`src/rtl/core/hrcp_pkg.sv`:
```
// Package: types and constants of the hex record character parser.
`default_nettype none

package hrcp_pkg;

    // Character position counter
    localparam int POS_W = 10;
    localparam logic [POS_W-1:0] POS_MAX = 10'd1023;

    // Positions inside the record header
    localparam logic [POS_W-1:0] POS_COUNT_HI = 10'd1;
    localparam logic [POS_W-1:0] POS_COUNT_LO = 10'd2;
    localparam logic [POS_W-1:0] POS_ADDR_3   = 10'd3;
    localparam logic [POS_W-1:0] POS_ADDR_2   = 10'd4;
    localparam logic [POS_W-1:0] POS_ADDR_1   = 10'd5;
    localparam logic [POS_W-1:0] POS_ADDR_0   = 10'd6;
    localparam logic [POS_W-1:0] POS_HDR_END  = 10'd8;
    localparam logic [POS_W-1:0] LINE_BASE    = 10'd9;

    // Phase of a data character inside its four-character word
    localparam logic [1:0] PH_LO_HI = 2'd1;
    localparam logic [1:0] PH_LO_LO = 2'd2;
    localparam logic [1:0] PH_HI_HI = 2'd3;
    localparam logic [1:0] PH_HI_LO = 2'd0;

    localparam logic [7:0] COLON_CHAR = 8'h3A;

    localparam int SLOT_OUT_W = 6;
    localparam int DEF_RING_DEPTH = 64;

    typedef enum logic [1:0] {
        KIND_COUNT = 2'd0,
        KIND_ADDR  = 2'd1,
        KIND_DATA  = 2'd2
    } t_word_kind;

    typedef struct packed {
        logic [15:0]           value;
        logic [SLOT_OUT_W-1:0] slot;
        t_word_kind            kind;
        logic [15:0]           total;
    } t_result;

endpackage

`default_nettype wire

```
`src/rtl/core/hrcp_nibble.sv`:
```
// Character decode: hex digit value and record start mark.
`default_nettype none

module hrcp_nibble (
    input  wire logic [7:0] i_char,
    output logic [3:0]      o_nibble,
    output logic            o_colon
);
    import hrcp_pkg::*;

    // Upper-case hex digits only; anything else reads as zero
    always_comb begin
        o_nibble = 4'd0;
        if (i_char >= 8'h30 && i_char <= 8'h39) begin
            o_nibble = i_char[3:0];
        end else if (i_char >= 8'h41 && i_char <= 8'h46) begin
            o_nibble = i_char[3:0] + 4'd9;
        end
    end

    assign o_colon = (i_char == COLON_CHAR);

endmodule

`default_nettype wire

```
`src/rtl/core/hrcp_engine.sv`:
```
// Parser state and single-pass result computation for one character.
`default_nettype none

module hrcp_engine #(
    parameter int RING_DEPTH = hrcp_pkg::DEF_RING_DEPTH
) (
    input  wire logic            i_clk,
    input  wire logic            i_rst_n,
    input  wire logic            i_fire,
    input  wire logic [3:0]      i_nibble,
    input  wire logic            i_colon,
    output logic                 o_emit,
    output hrcp_pkg::t_result    o_result
);
    import hrcp_pkg::*;

    localparam int SLOT_W = $clog2(RING_DEPTH);

    logic [POS_W-1:0]  r_pos,      n_pos;
    logic [POS_W-1:0]  r_line_len, n_line_len;
    logic [15:0]       r_low,      n_low;
    logic [15:0]       r_high,     n_high;
    logic [SLOT_W-1:0] r_slot,     n_slot;
    logic [15:0]       r_count,    n_count;

    logic [POS_W-1:0]       pos;
    logic [15:0]            nib16;
    logic [15:0]            sum_low;
    logic [15:0]            sum_high;
    logic                   emit;
    t_word_kind             kind;
    logic [15:0]            value;
    logic [SLOT_W+SLOT_OUT_W-1:0] slot_ext;

    assign pos   = i_colon ? '0 : r_pos;
    assign nib16 = {12'd0, i_nibble};
    assign sum_low  = r_low + nib16;
    assign sum_high = r_high + nib16;
    assign slot_ext = {{SLOT_OUT_W{1'b0}}, r_slot};

    // Header fields, then data words while inside the line
    always_comb begin
        n_line_len = r_line_len;
        n_low      = r_low;
        n_high     = r_high;
        n_count    = r_count;
        emit       = 1'b0;
        kind       = KIND_COUNT;
        value      = sum_low;

        unique case (pos)
            POS_COUNT_HI, POS_ADDR_3: begin
                n_low = {8'd0, i_nibble, 4'd0};
            end
            POS_COUNT_LO: begin
                n_low      = sum_low;
                n_line_len = LINE_BASE + {1'b0, sum_low[7:0], 1'b0};
                emit       = 1'b1;
                kind       = KIND_COUNT;
                value      = sum_low;
            end
            POS_ADDR_2: begin
                n_low = {sum_low[7:0], 8'd0};
            end
            POS_ADDR_1: begin
                n_low = r_low + {8'd0, i_nibble, 4'd0};
            end
            POS_ADDR_0: begin
                n_low = sum_low;
                emit  = 1'b1;
                kind  = KIND_ADDR;
                value = sum_low;
            end
            default: begin
            end
        endcase

        if (pos > POS_HDR_END && pos < r_line_len) begin
            unique case (pos[1:0])
                PH_LO_HI: n_low  = {8'd0, i_nibble, 4'd0};
                PH_LO_LO: n_low  = sum_low;
                PH_HI_HI: n_high = {8'd0, i_nibble, 4'd0};
                PH_HI_LO: begin
                    // byte-swapped word: second byte lands in the high half
                    n_high  = {sum_high[7:0], 8'd0};
                    n_low   = r_low + {sum_high[7:0], 8'd0};
                    n_count = r_count + 16'd1;
                    emit    = 1'b1;
                    kind    = KIND_DATA;
                    value   = r_low + {sum_high[7:0], 8'd0};
                end
                default: begin
                end
            endcase
        end
    end

    // Position and ring slot advance
    always_comb begin
        n_pos = (pos < POS_MAX) ? pos + 10'd1 : pos;
        if (emit) begin
            n_slot = (r_slot == SLOT_W'(RING_DEPTH - 1)) ? '0 : r_slot + SLOT_W'(1);
        end else begin
            n_slot = r_slot;
        end
    end

    always_comb begin
        o_emit         = emit;
        o_result.value = value;
        o_result.slot  = slot_ext[SLOT_OUT_W-1:0];
        o_result.kind  = kind;
        o_result.total = n_count;
    end

    // State update on each processed character
    always_ff @(posedge i_clk) begin
        if (!i_rst_n) begin
            r_pos      <= '0;
            r_line_len <= '0;
            r_low      <= '0;
            r_high     <= '0;
            r_slot     <= '0;
            r_count    <= '0;
        end else if (i_fire) begin
            r_pos      <= n_pos;
            r_line_len <= n_line_len;
            r_low      <= n_low;
            r_high     <= n_high;
            r_slot     <= n_slot;
            r_count    <= n_count;
        end
    end

endmodule

`default_nettype wire

```
`src/rtl/core/hrcp_out_reg.sv`:
```
// Result register holding one finished transaction for the output side.
`default_nettype none

module hrcp_out_reg (
    input  wire logic               i_clk,
    input  wire logic               i_rst_n,
    input  wire logic               i_load,
    input  hrcp_pkg::t_result       i_result,
    output logic                    o_can_load,
    input  wire logic               i_ready,
    output logic                    o_valid,
    output hrcp_pkg::t_result       o_result
);
    import hrcp_pkg::*;

    logic    r_valid;
    t_result r_data;

    assign o_can_load = !r_valid || i_ready;
    assign o_valid    = r_valid;
    assign o_result   = r_data;

    // Valid flag: set on load, cleared when taken
    always_ff @(posedge i_clk) begin
        if (!i_rst_n) begin
            r_valid <= 1'b0;
        end else if (i_load) begin
            r_valid <= 1'b1;
        end else if (i_ready) begin
            r_valid <= 1'b0;
        end
    end

    // Payload
    always_ff @(posedge i_clk) begin
        if (i_load) begin
            r_data <= i_result;
        end
    end

endmodule

`default_nettype wire

```
`src/rtl/core/hex_record_char_parser_top.sv`:
```
// Path: an accepted character is held in the input register, and its result is
//   offered from the result register.
// Throughput: one character per cycle; a character waits in the input register
//   while the result register holds a result the receiver has not taken.
// Reset (synchronous, active low) clears position, line length,
//   accumulators, ring slot, word count and both valid flags.
`default_nettype none

module hex_record_char_parser_top #(
    parameter int RING_DEPTH = hrcp_pkg::DEF_RING_DEPTH
) (
    input  wire logic        i_clk,
    input  wire logic        i_rst_n,
    input  wire logic        i_valid,
    output logic             o_ready,
    input  wire logic [7:0]  i_rx_char,
    output logic             o_valid,
    input  wire logic        i_ready,
    output logic [15:0]      o_word_value,
    output logic [5:0]       o_slot_index,
    output logic [1:0]       o_word_kind,
    output logic [15:0]      o_data_words_total
);
    import hrcp_pkg::*;

    logic       r_in_valid;
    logic [7:0] r_in_char;
    logic [3:0] nibble;
    logic       colon;
    logic       fire;
    logic       can_load;
    logic       emit;
    t_result    result;
    t_result    out_result;

    assign fire    = r_in_valid && can_load;
    assign o_ready = !r_in_valid || fire;

    // Input register
    always_ff @(posedge i_clk) begin
        if (!i_rst_n) begin
            r_in_valid <= 1'b0;
        end else if (o_ready) begin
            r_in_valid <= i_valid;
        end
    end

    always_ff @(posedge i_clk) begin
        if (o_ready && i_valid) begin
            r_in_char <= i_rx_char;
        end
    end

    hrcp_nibble u_nibble (
        .i_char   (r_in_char),
        .o_nibble (nibble),
        .o_colon  (colon)
    );

    hrcp_engine #(
        .RING_DEPTH (RING_DEPTH)
    ) u_engine (
        .i_clk    (i_clk),
        .i_rst_n  (i_rst_n),
        .i_fire   (fire),
        .i_nibble (nibble),
        .i_colon  (colon),
        .o_emit   (emit),
        .o_result (result)
    );

    hrcp_out_reg u_out (
        .i_clk      (i_clk),
        .i_rst_n    (i_rst_n),
        .i_load     (fire && emit),
        .i_result   (result),
        .o_can_load (can_load),
        .i_ready    (i_ready),
        .o_valid    (o_valid),
        .o_result   (out_result)
    );

    assign o_word_value       = out_result.value;
    assign o_slot_index       = out_result.slot;
    assign o_word_kind        = out_result.kind;
    assign o_data_words_total = out_result.total;

endmodule

`default_nettype wire

```
`config.mk`:
```
export PLATFORM = sky130hd
export DESIGN_NAME = hex_record_char_parser_top
export DESIGN_NICKNAME = d
export VERILOG_FILES = /design/src/rtl/core/hrcp_pkg.sv /design/src/rtl/core/hrcp_nibble.sv /design/src/rtl/core/hrcp_engine.sv /design/src/rtl/core/hrcp_out_reg.sv /design/src/rtl/core/hex_record_char_parser_top.sv
export SDC_FILE = /design/constraint.sdc
export NUM_CORES = 1
export LEC_CHECK = 0
export BUFFER_PORTS_ARGS = -buffer_cell sky130_fd_sc_hd__buf_2
export CAP_MARGIN = 20
export CORE_AREA = 2 2 131 133
export DETAILED_ROUTE_END_ITERATION = 12
export DIE_AREA = 0 0 133 135
export PLACE_DENSITY = 0.68
export SLEW_MARGIN = 15
export SYNTH_ARGS = -nofsm -noshare
export SYNTH_HDL_FRONTEND = slang
export SYNTH_SLANG_ARGS = --single-unit
```
`constraint.sdc`:
```
create_clock -name i_clk -period 4.7 [get_ports i_clk]
set_input_delay 0 -clock i_clk [delete_from_list [all_inputs] [get_ports i_clk]]
set_output_delay 0 -clock i_clk [all_outputs]
set_load 0.05 [all_outputs]
```
==> results of run 1 <==
==> cell families after synthesis <==
family,count (synthesis),synth area share [%]
buffers and inverters,71,4.29
DFF,112,40.0
muxes,13,1.93
xor gates and xnor gates,71,9.14
and+or+nand+nor,273,21.3
adders and majority gates,39,7.51
AOI/OAI and AO/OA,149,15.8
==> registers in the layout, indices dropped and copies added, names as in the netlist <==
| register | cells |
|---|---|
| u_out.o_result | 40 |
| u_engine.r_count | 16 |
| u_engine.r_low | 16 |
| u_engine.r_line_len | 10 |
| u_engine.r_pos | 10 |
| r_in_char | 8 |
| u_engine.r_slot | 6 |
| u_engine.r_high | 4 |
| r_in_valid | 1 |
| u_out.o_valid | 1 |
==> where the power goes <==
| group | switching, mW | internal, mW |
|---|---|---|
| registers | 0.0109 | 1.02 |
| logic | 0.0860 | 0.0438 |
| clock network | 0.349 | 0.392 |
==> per-layer routing <==
metal	global-route usage, %	vias up	part of all wire, %
met5	0	-	0
met3	3.38	29	4.3
met2	30.7	144	46
met4	8.18	0	2.4
met1	23.9	2644	47
li1	-	2736	-
==> cells in the mapped netlist (3+ instances only) <==
cell / number / area share (%)
dfxtp_1: 64 / 19
nand3_1: 22 / 1.6
and4_1: 4 / 0.52
ha_1: 36 / 6.6
or3b_1: 3 / 0.39
and2_1: 9 / 0.83
a221oi_1: 9 / 1.2
xor2_1: 25 / 3.2
o22ai_1: 7 / 0.64
inv_1: 29 / 1.6
and3_1: 13 / 1.2
nor2b_1: 6 / 0.55
o21bai_1: 3 / 0.33
a222oi_1: 4 / 0.59
buf_1: 3 / 0.17
a211oi_1: 10 / 1.1
xnor2_1: 46 / 5.9
nor3_1: 17 / 1.3
or3_1: 8 / 0.74
a22o_1: 4 / 0.52
edfxtp_1: 48 / 21
a31oi_1: 3 / 0.28
fa_1: 3 / 0.88
nand2_1: 59 / 3.3
a21oi_1: 34 / 2.5
o211ai_1: 4 / 0.44
mux2i_1: 12 / 1.8
o221ai_1: 4 / 0.52
nor2_1: 78 / 4.3
a21o_1: 10 / 1.1
nand2b_1: 14 / 1.3
nand4_1: 17 / 1.6
o21ai_0: 18 / 1.3
buf_2: 8 / 0.59
clkbuf_1: 27 / 1.5
a22oi_1: 3 / 0.33
o21a_1: 4 / 0.44
nor3_2: 3 / 0.44
==> cell usage in the layout, fill, tap and decap left out, drive strengths merged, types with 7 or more instances in the layout <==
cell type | netlist | layout
nor2 | 79 | 79
dfxtp | 64 | 64
buf | 13 | 64
nand2 | 59 | 59
edfxtp | 48 | 48
xnor2 | 46 | 46
ha | 36 | 36
a21oi | 34 | 34
inv | 30 | 33
xor2 | 25 | 25
nand3 | 23 | 23
o21ai | 20 | 20
nor3 | 20 | 20
nand4 | 18 | 18
nand2b | 14 | 14
and3 | 13 | 13
clkbuf | 27 | 13
mux2i | 12 | 12
a211oi | 10 | 10
a21o | 10 | 10
dlygate4sd3 | 0 | 10
and2 | 10 | 10
a221oi | 9 | 9
or3 | 8 | 8
o22ai | 7 | 7
==> per-stage QoR <==
step / instances / setup slack, ns / instance area, um2
floorplan: 728 / 0.332 / 6810
finish: 998 / 0.410 / 7640
detailed placement: 972 / 0.534 / 7260
global route: 998 / 0.124 / 7640
global placement: 972 / 0.570 / 7260
CTS: 998 / 0.496 / 7640
==> final cells by class <==
cell class,instances,share of cell area [%]
repair buffers,74,5.86
multi-input cells,545,49.7
inverters,31,1.52
clock inverters,3,0.278
clock buffers,13,3.41
flip-flops and latches,112,35.6
well taps,220,3.60
==> worst register-to-register path, delay by kind of cell (launching register included) <==
family	cells	cell delay, ns
adders and majority gates	2	0.43
and+or+nand+nor	4	1.45
AOI/OAI and AO/OA	6	1.70
buffers and inverters	1	0.15
DFF	1	0.44
==> worst max path at each step <==
stage	end	cells past startpoint	from	slack, ns
after global placement	u_engine.r_count[13]$_SDFFE_PN0P_	13	r_in_char[0]$_DFFE_PP_	0.57
after floorplan	u_engine.r_slot[1]$_SDFFE_PN0P_	15	r_in_char[0]$_DFFE_PP_	0.33
after detailed placement	u_engine.r_count[15]$_SDFFE_PN0P_	13	r_in_char[0]$_DFFE_PP_	0.53
after global routing	u_engine.r_low[15]$_SDFFE_PN0P_	13	r_in_char[0]$_DFFE_PP_	0.12
final	u_engine.r_low[15]$_SDFFE_PN0P_	13	r_in_char[0]$_DFFE_PP_	0.41
after CTS	u_engine.r_count[15]$_SDFFE_PN0P_	13	r_in_char[0]$_DFFE_PP_	0.50
==> timing repair <==
action | CTS | global route
hold buffers | 10 | 0
endpoints found under the hold margin | 10 | 0
gates resized for setup | 0 | 0
==> metrics.csv, run 1 <==
metric;value;unit
layout cells sized above 1;12.7;%
Critical Path Slowest Stage Cell;nand3_1;
port bufs;53;
global-route wire length before repair;26.8;mm
Die H;135;um
Setup Skew;0.00798;ns
synthesized area;6800;um2
CTS tree;yes;
final hold slack;0.123;ns
Finished Core Util;46.6;%
Synth Net Count;779;
iteration count of the initial detailed-routing pass;5;
register bit total from synthesis;112;
CP max stage delay;0.55;ns
CP Data Arrival Time;4.54;ns
hold wc startpoint;i_rst_n;
GP Congestion;0.900;
Worst Tran Pin Value;1.12;ns
Antenna Nets Post-Route;0;
Worst-path clk slew;0.07;ns
FILL cells;1566;
Initial Utilization;41.5;%
Crit Path Class;reg2reg;
global-route usage over all layers;18.6;%
Buf/Inv on CP;1;
Rows;47;
Total Power;1.90;mW
Hold Crit Depth;2;
Leak;2.90;nW
vias in the first global route;5503;
chip width;133;um
run status;completed;
vias per std cell;5.56;
largest net degree at the start of global routing;28;
crit-path leading delay family;compound AO/OA/AOI/OAI gates;
Top Ports;54;
Worst Path Required;4.95;ns
Critical Path Source Type;flip-flop;
Seq. cell area;2720;um2
WHS Endpoint;u_engine.r_low[4]$_SDFFE_PN0P_;
worst skew pair latency;0.36;ns
CTS max path bufs;2;
Unique masters post-synth;80;
Post-synth EDFFs;48;
Reg2Reg Depth;13;
CTS buffer count;9;
Final Setup Violations;0;
Hold Vio Cnt, Final;0;
main flop type after synthesis;dfxtp_1;
Slew headroom;25.2;%
register area share after synthesis;40.0;%
CTS Root Cell;clkbuf_16;
CP max FO;16;
Overflow after GRT;0;
multi-input logic area;3800;um2
Max Slew Vio Count;0;
setup tns final;0;ns
vias;5553;
number of max-cap violations;0;
postcts setup bufs;0;
post-route minimum period;4.29;ns
H-tree depth;3;
Max Fclk;0.233;GHz
Mapped Cells;728;
detailed-route wire length;16.2;mm
DRC violations left;0;
Critical Path End Type;flip-flop;
Die Area;18000;um2
Sink Count;112;
initial antenna violation count;0;
# diodes;0;
DPL Wire Length;11.6;mm
critical-path cell list;inv_1 > ha_1 > nand2_1 > or3_1 > and2_1 > ha_1 > a211oi_1 > o21ai_0 > o211ai_2 > nand3_1 > a221oi_1 > a211oi_1 > a311o_1;
maximum VDD drop;163;uV
register-to-register setup slack;0.41;ns
Area growth syn-to-layout;12.4;%
HP Class;in2reg;
Wirelength per Cell;16.2;um
DRT iter0 DRCs;438;
period utilisation layout;91.3;%
FF-to-FF End;u_engine.r_low[15]$_SDFFE_PN0P_;
Reg2Reg Launch Point;r_in_char[0]$_DFFE_PP_;
Power Density;249;nW/um2
FFs w/ async S/R, synth;0;%
RSZ-0062 raised after global routing;no;
Core ar.;16400;um2
Yosys warnings;0;
fin nets;824;
Avg Cell Area, Syn;9.34;um2
Note: power is estimated with default switching activity, not from simulation.
==> run 2, diff against run 1 <==
CORE_AREA = 2 2 115 117   (was 2 2 131 133)
DIE_AREA = 0 0 117 119   (was 0 0 133 135)
PLACE_DENSITY = 0.75   (was 0.68)
==> metrics.csv, run 2 (synthesized netlist as in run 1, its figures left out) <==
metric;value;unit
Max Slew Vio Count;0;
Reg2Reg Depth;12;
Max Fclk;0.234;GHz
initial antenna violation count;0;
postcts setup bufs;0;
Hold Vio Cnt, Final;0;
CTS Root Cell;clkbuf_16;
Comb power frac;6.9;%
hold wc startpoint;i_rst_n;
GP Congestion;0.971;
max FFs per register;40;
global-route usage over all layers;25.2;%
Core ar.;12900;um2
Crit Path Class;reg2reg;
Die H;119;um
Int Power;1.43;mW
setup tns final;0;ns
iteration count of the initial detailed-routing pass;5;
clock share of power;38.7;%
Antenna Nets Post-Route;0;
Reg2Reg Launch Point;r_in_char[0]$_DFFE_PP_;
Worst-path clk slew;0.07;ns
number of max-cap violations;0;
detailed-route wire length;16.8;mm
CP max FO;16;
Total Power;1.89;mW
fin nets;824;
FF-to-FF End;u_out.o_result[15]$_DFFE_PP_;
commonest non-fill, non-tap cell in the layout;nor2_1;
Area growth syn-to-layout;11.4;%
Slew headroom;23.5;%
Critical Path Source Type;flip-flop;
Die Area;13900;um2
Power Density;250;nW/um2
Rows;42;
dpl cells;928;
DRC violations left;0;
run status;completed;
Final Setup Violations;0;
vias in the first global route;5637;
net switching power figure;0.466;mW
vias per std cell;6.00;
WHS Endpoint;u_engine.r_low[4]$_SDFFE_PN0P_;
Worst Tran Pin Value;1.14;ns
PnR worst setup slack;0.435;ns
maximum VDD drop;184;uV
port bufs;53;
largest net degree at the start of global routing;44;
CTS buffer count;9;
register-to-register setup slack;0.43;ns
HP Class;in2reg;
worst skew pair latency;0.37;ns
Wirelength per Cell;17.6;um
chip width;117;um
vias;5720;
# diodes;0;
most frequent cells in the layout;78 x nor2_1, 64 x dfxtp_1, 59 x nand2_1, 53 x buf_2, 48 x edfxtp_1;
CTS tree;yes;
Overflow after GRT;0;
Top Ports;54;
Initial Utilization;52.8;%
CP Data Arrival Time;4.37;ns
DRT iter0 DRCs;516;
switching share of power;24.6;%
Seq pwr share;54.5;%
post-route minimum period;4.27;ns
RSZ-0062 raised after global routing;no;
period utilisation layout;90.7;%
Critical Path End Type;flip-flop;
post-cts sizing count;0;
Hold Buf Count CTS;10;
Sink Count;112;
dpl cell area;7210;um2
Layout Cells excl Fill;954;
post-route cell area;7580;um2
Worst Path Required;4.81;ns
DPL Wire Length;11.8;mm
Hold Crit Depth;2;
layout cells sized above 1;12.9;%
Leak;2.89;nW
CTS max path bufs;2;
H-tree depth;3;
Place WS;0.453;ns
global-route wire length before repair;27.7;mm
Setup Skew;0.00866;ns
## run 2: power groups by stage
stage,Clock (mW),Sequential (mW),Combinational [mW]
after floorplan,0,1.06,0.0771
after global placement,0,1.05,0.118
after detailed placement,0,1.05,0.122
after CTS,0.741,1.03,0.129
after global routing,0.772,1.03,0.141
final,0.732,1.03,0.130
## run 2: how the worst max path moves through the flow
stage / from / end / depth (start not counted)
global placement: r_in_char[0]$_DFFE_PP_ / u_engine.r_count[13]$_SDFFE_PN0P_ / 13
finish: r_in_char[0]$_DFFE_PP_ / u_out.o_result[15]$_DFFE_PP_ / 12
detailed placement: r_in_char[0]$_DFFE_PP_ / u_out.o_result[15]$_DFFE_PP_ / 12
global route: r_in_char[0]$_DFFE_PP_ / u_engine.r_count[15]$_SDFFE_PN0P_ / 13
CTS: r_in_char[0]$_DFFE_PP_ / u_out.o_result[15]$_DFFE_PP_ / 12
floorplan: r_in_char[0]$_DFFE_PP_ / u_engine.r_slot[1]$_SDFFE_PN0P_ / 15
## run 2: layout make-up
cell class	instances	area [um2]
Fill cell	1092	5300
Multi-Input combinational cell	545	3800
Sequential cell	112	2720
Timing Repair Buffer	74	448
Clock buffer	10	229
Tap cell	176	220
Inverter	31	116
Clock inverter	6	43.8
## run 2: worst max-delay path: stages, from the launching register on
cell	delay, ns
edfxtp_1	0.45
inv_1	0.14
ha_1	0.16
nand2_1	0.08
or3_1	0.54
and2_1	0.26
ha_1	0.28
a211oi_1	0.25
nor2_1	0.10
or4b_1	0.58
or3_1	0.67
nor3_1	0.36
xor2_1	0.12
## run 2: layer usage
layer	vias up	routed length, um	GRT usage, %
li1	2742	-	-
met1	2745	7280	32.2
met2	188	8010	40.7
met3	45	932	6.06
met4	0	538	10.6
met5	-	0	0
## run 2: through the flow
| step | hold WS, ns | util (%) |
|---|---|---|
| after floorplan | 0.0989 | - |
| after global placement | 0.178 | 56.0 |
| after detailed placement | 0.178 | 56.0 |
| after CTS | 0.116 | 58.9 |
| after global routing | 0.138 | 58.9 |
| final | 0.136 | 58.9 |
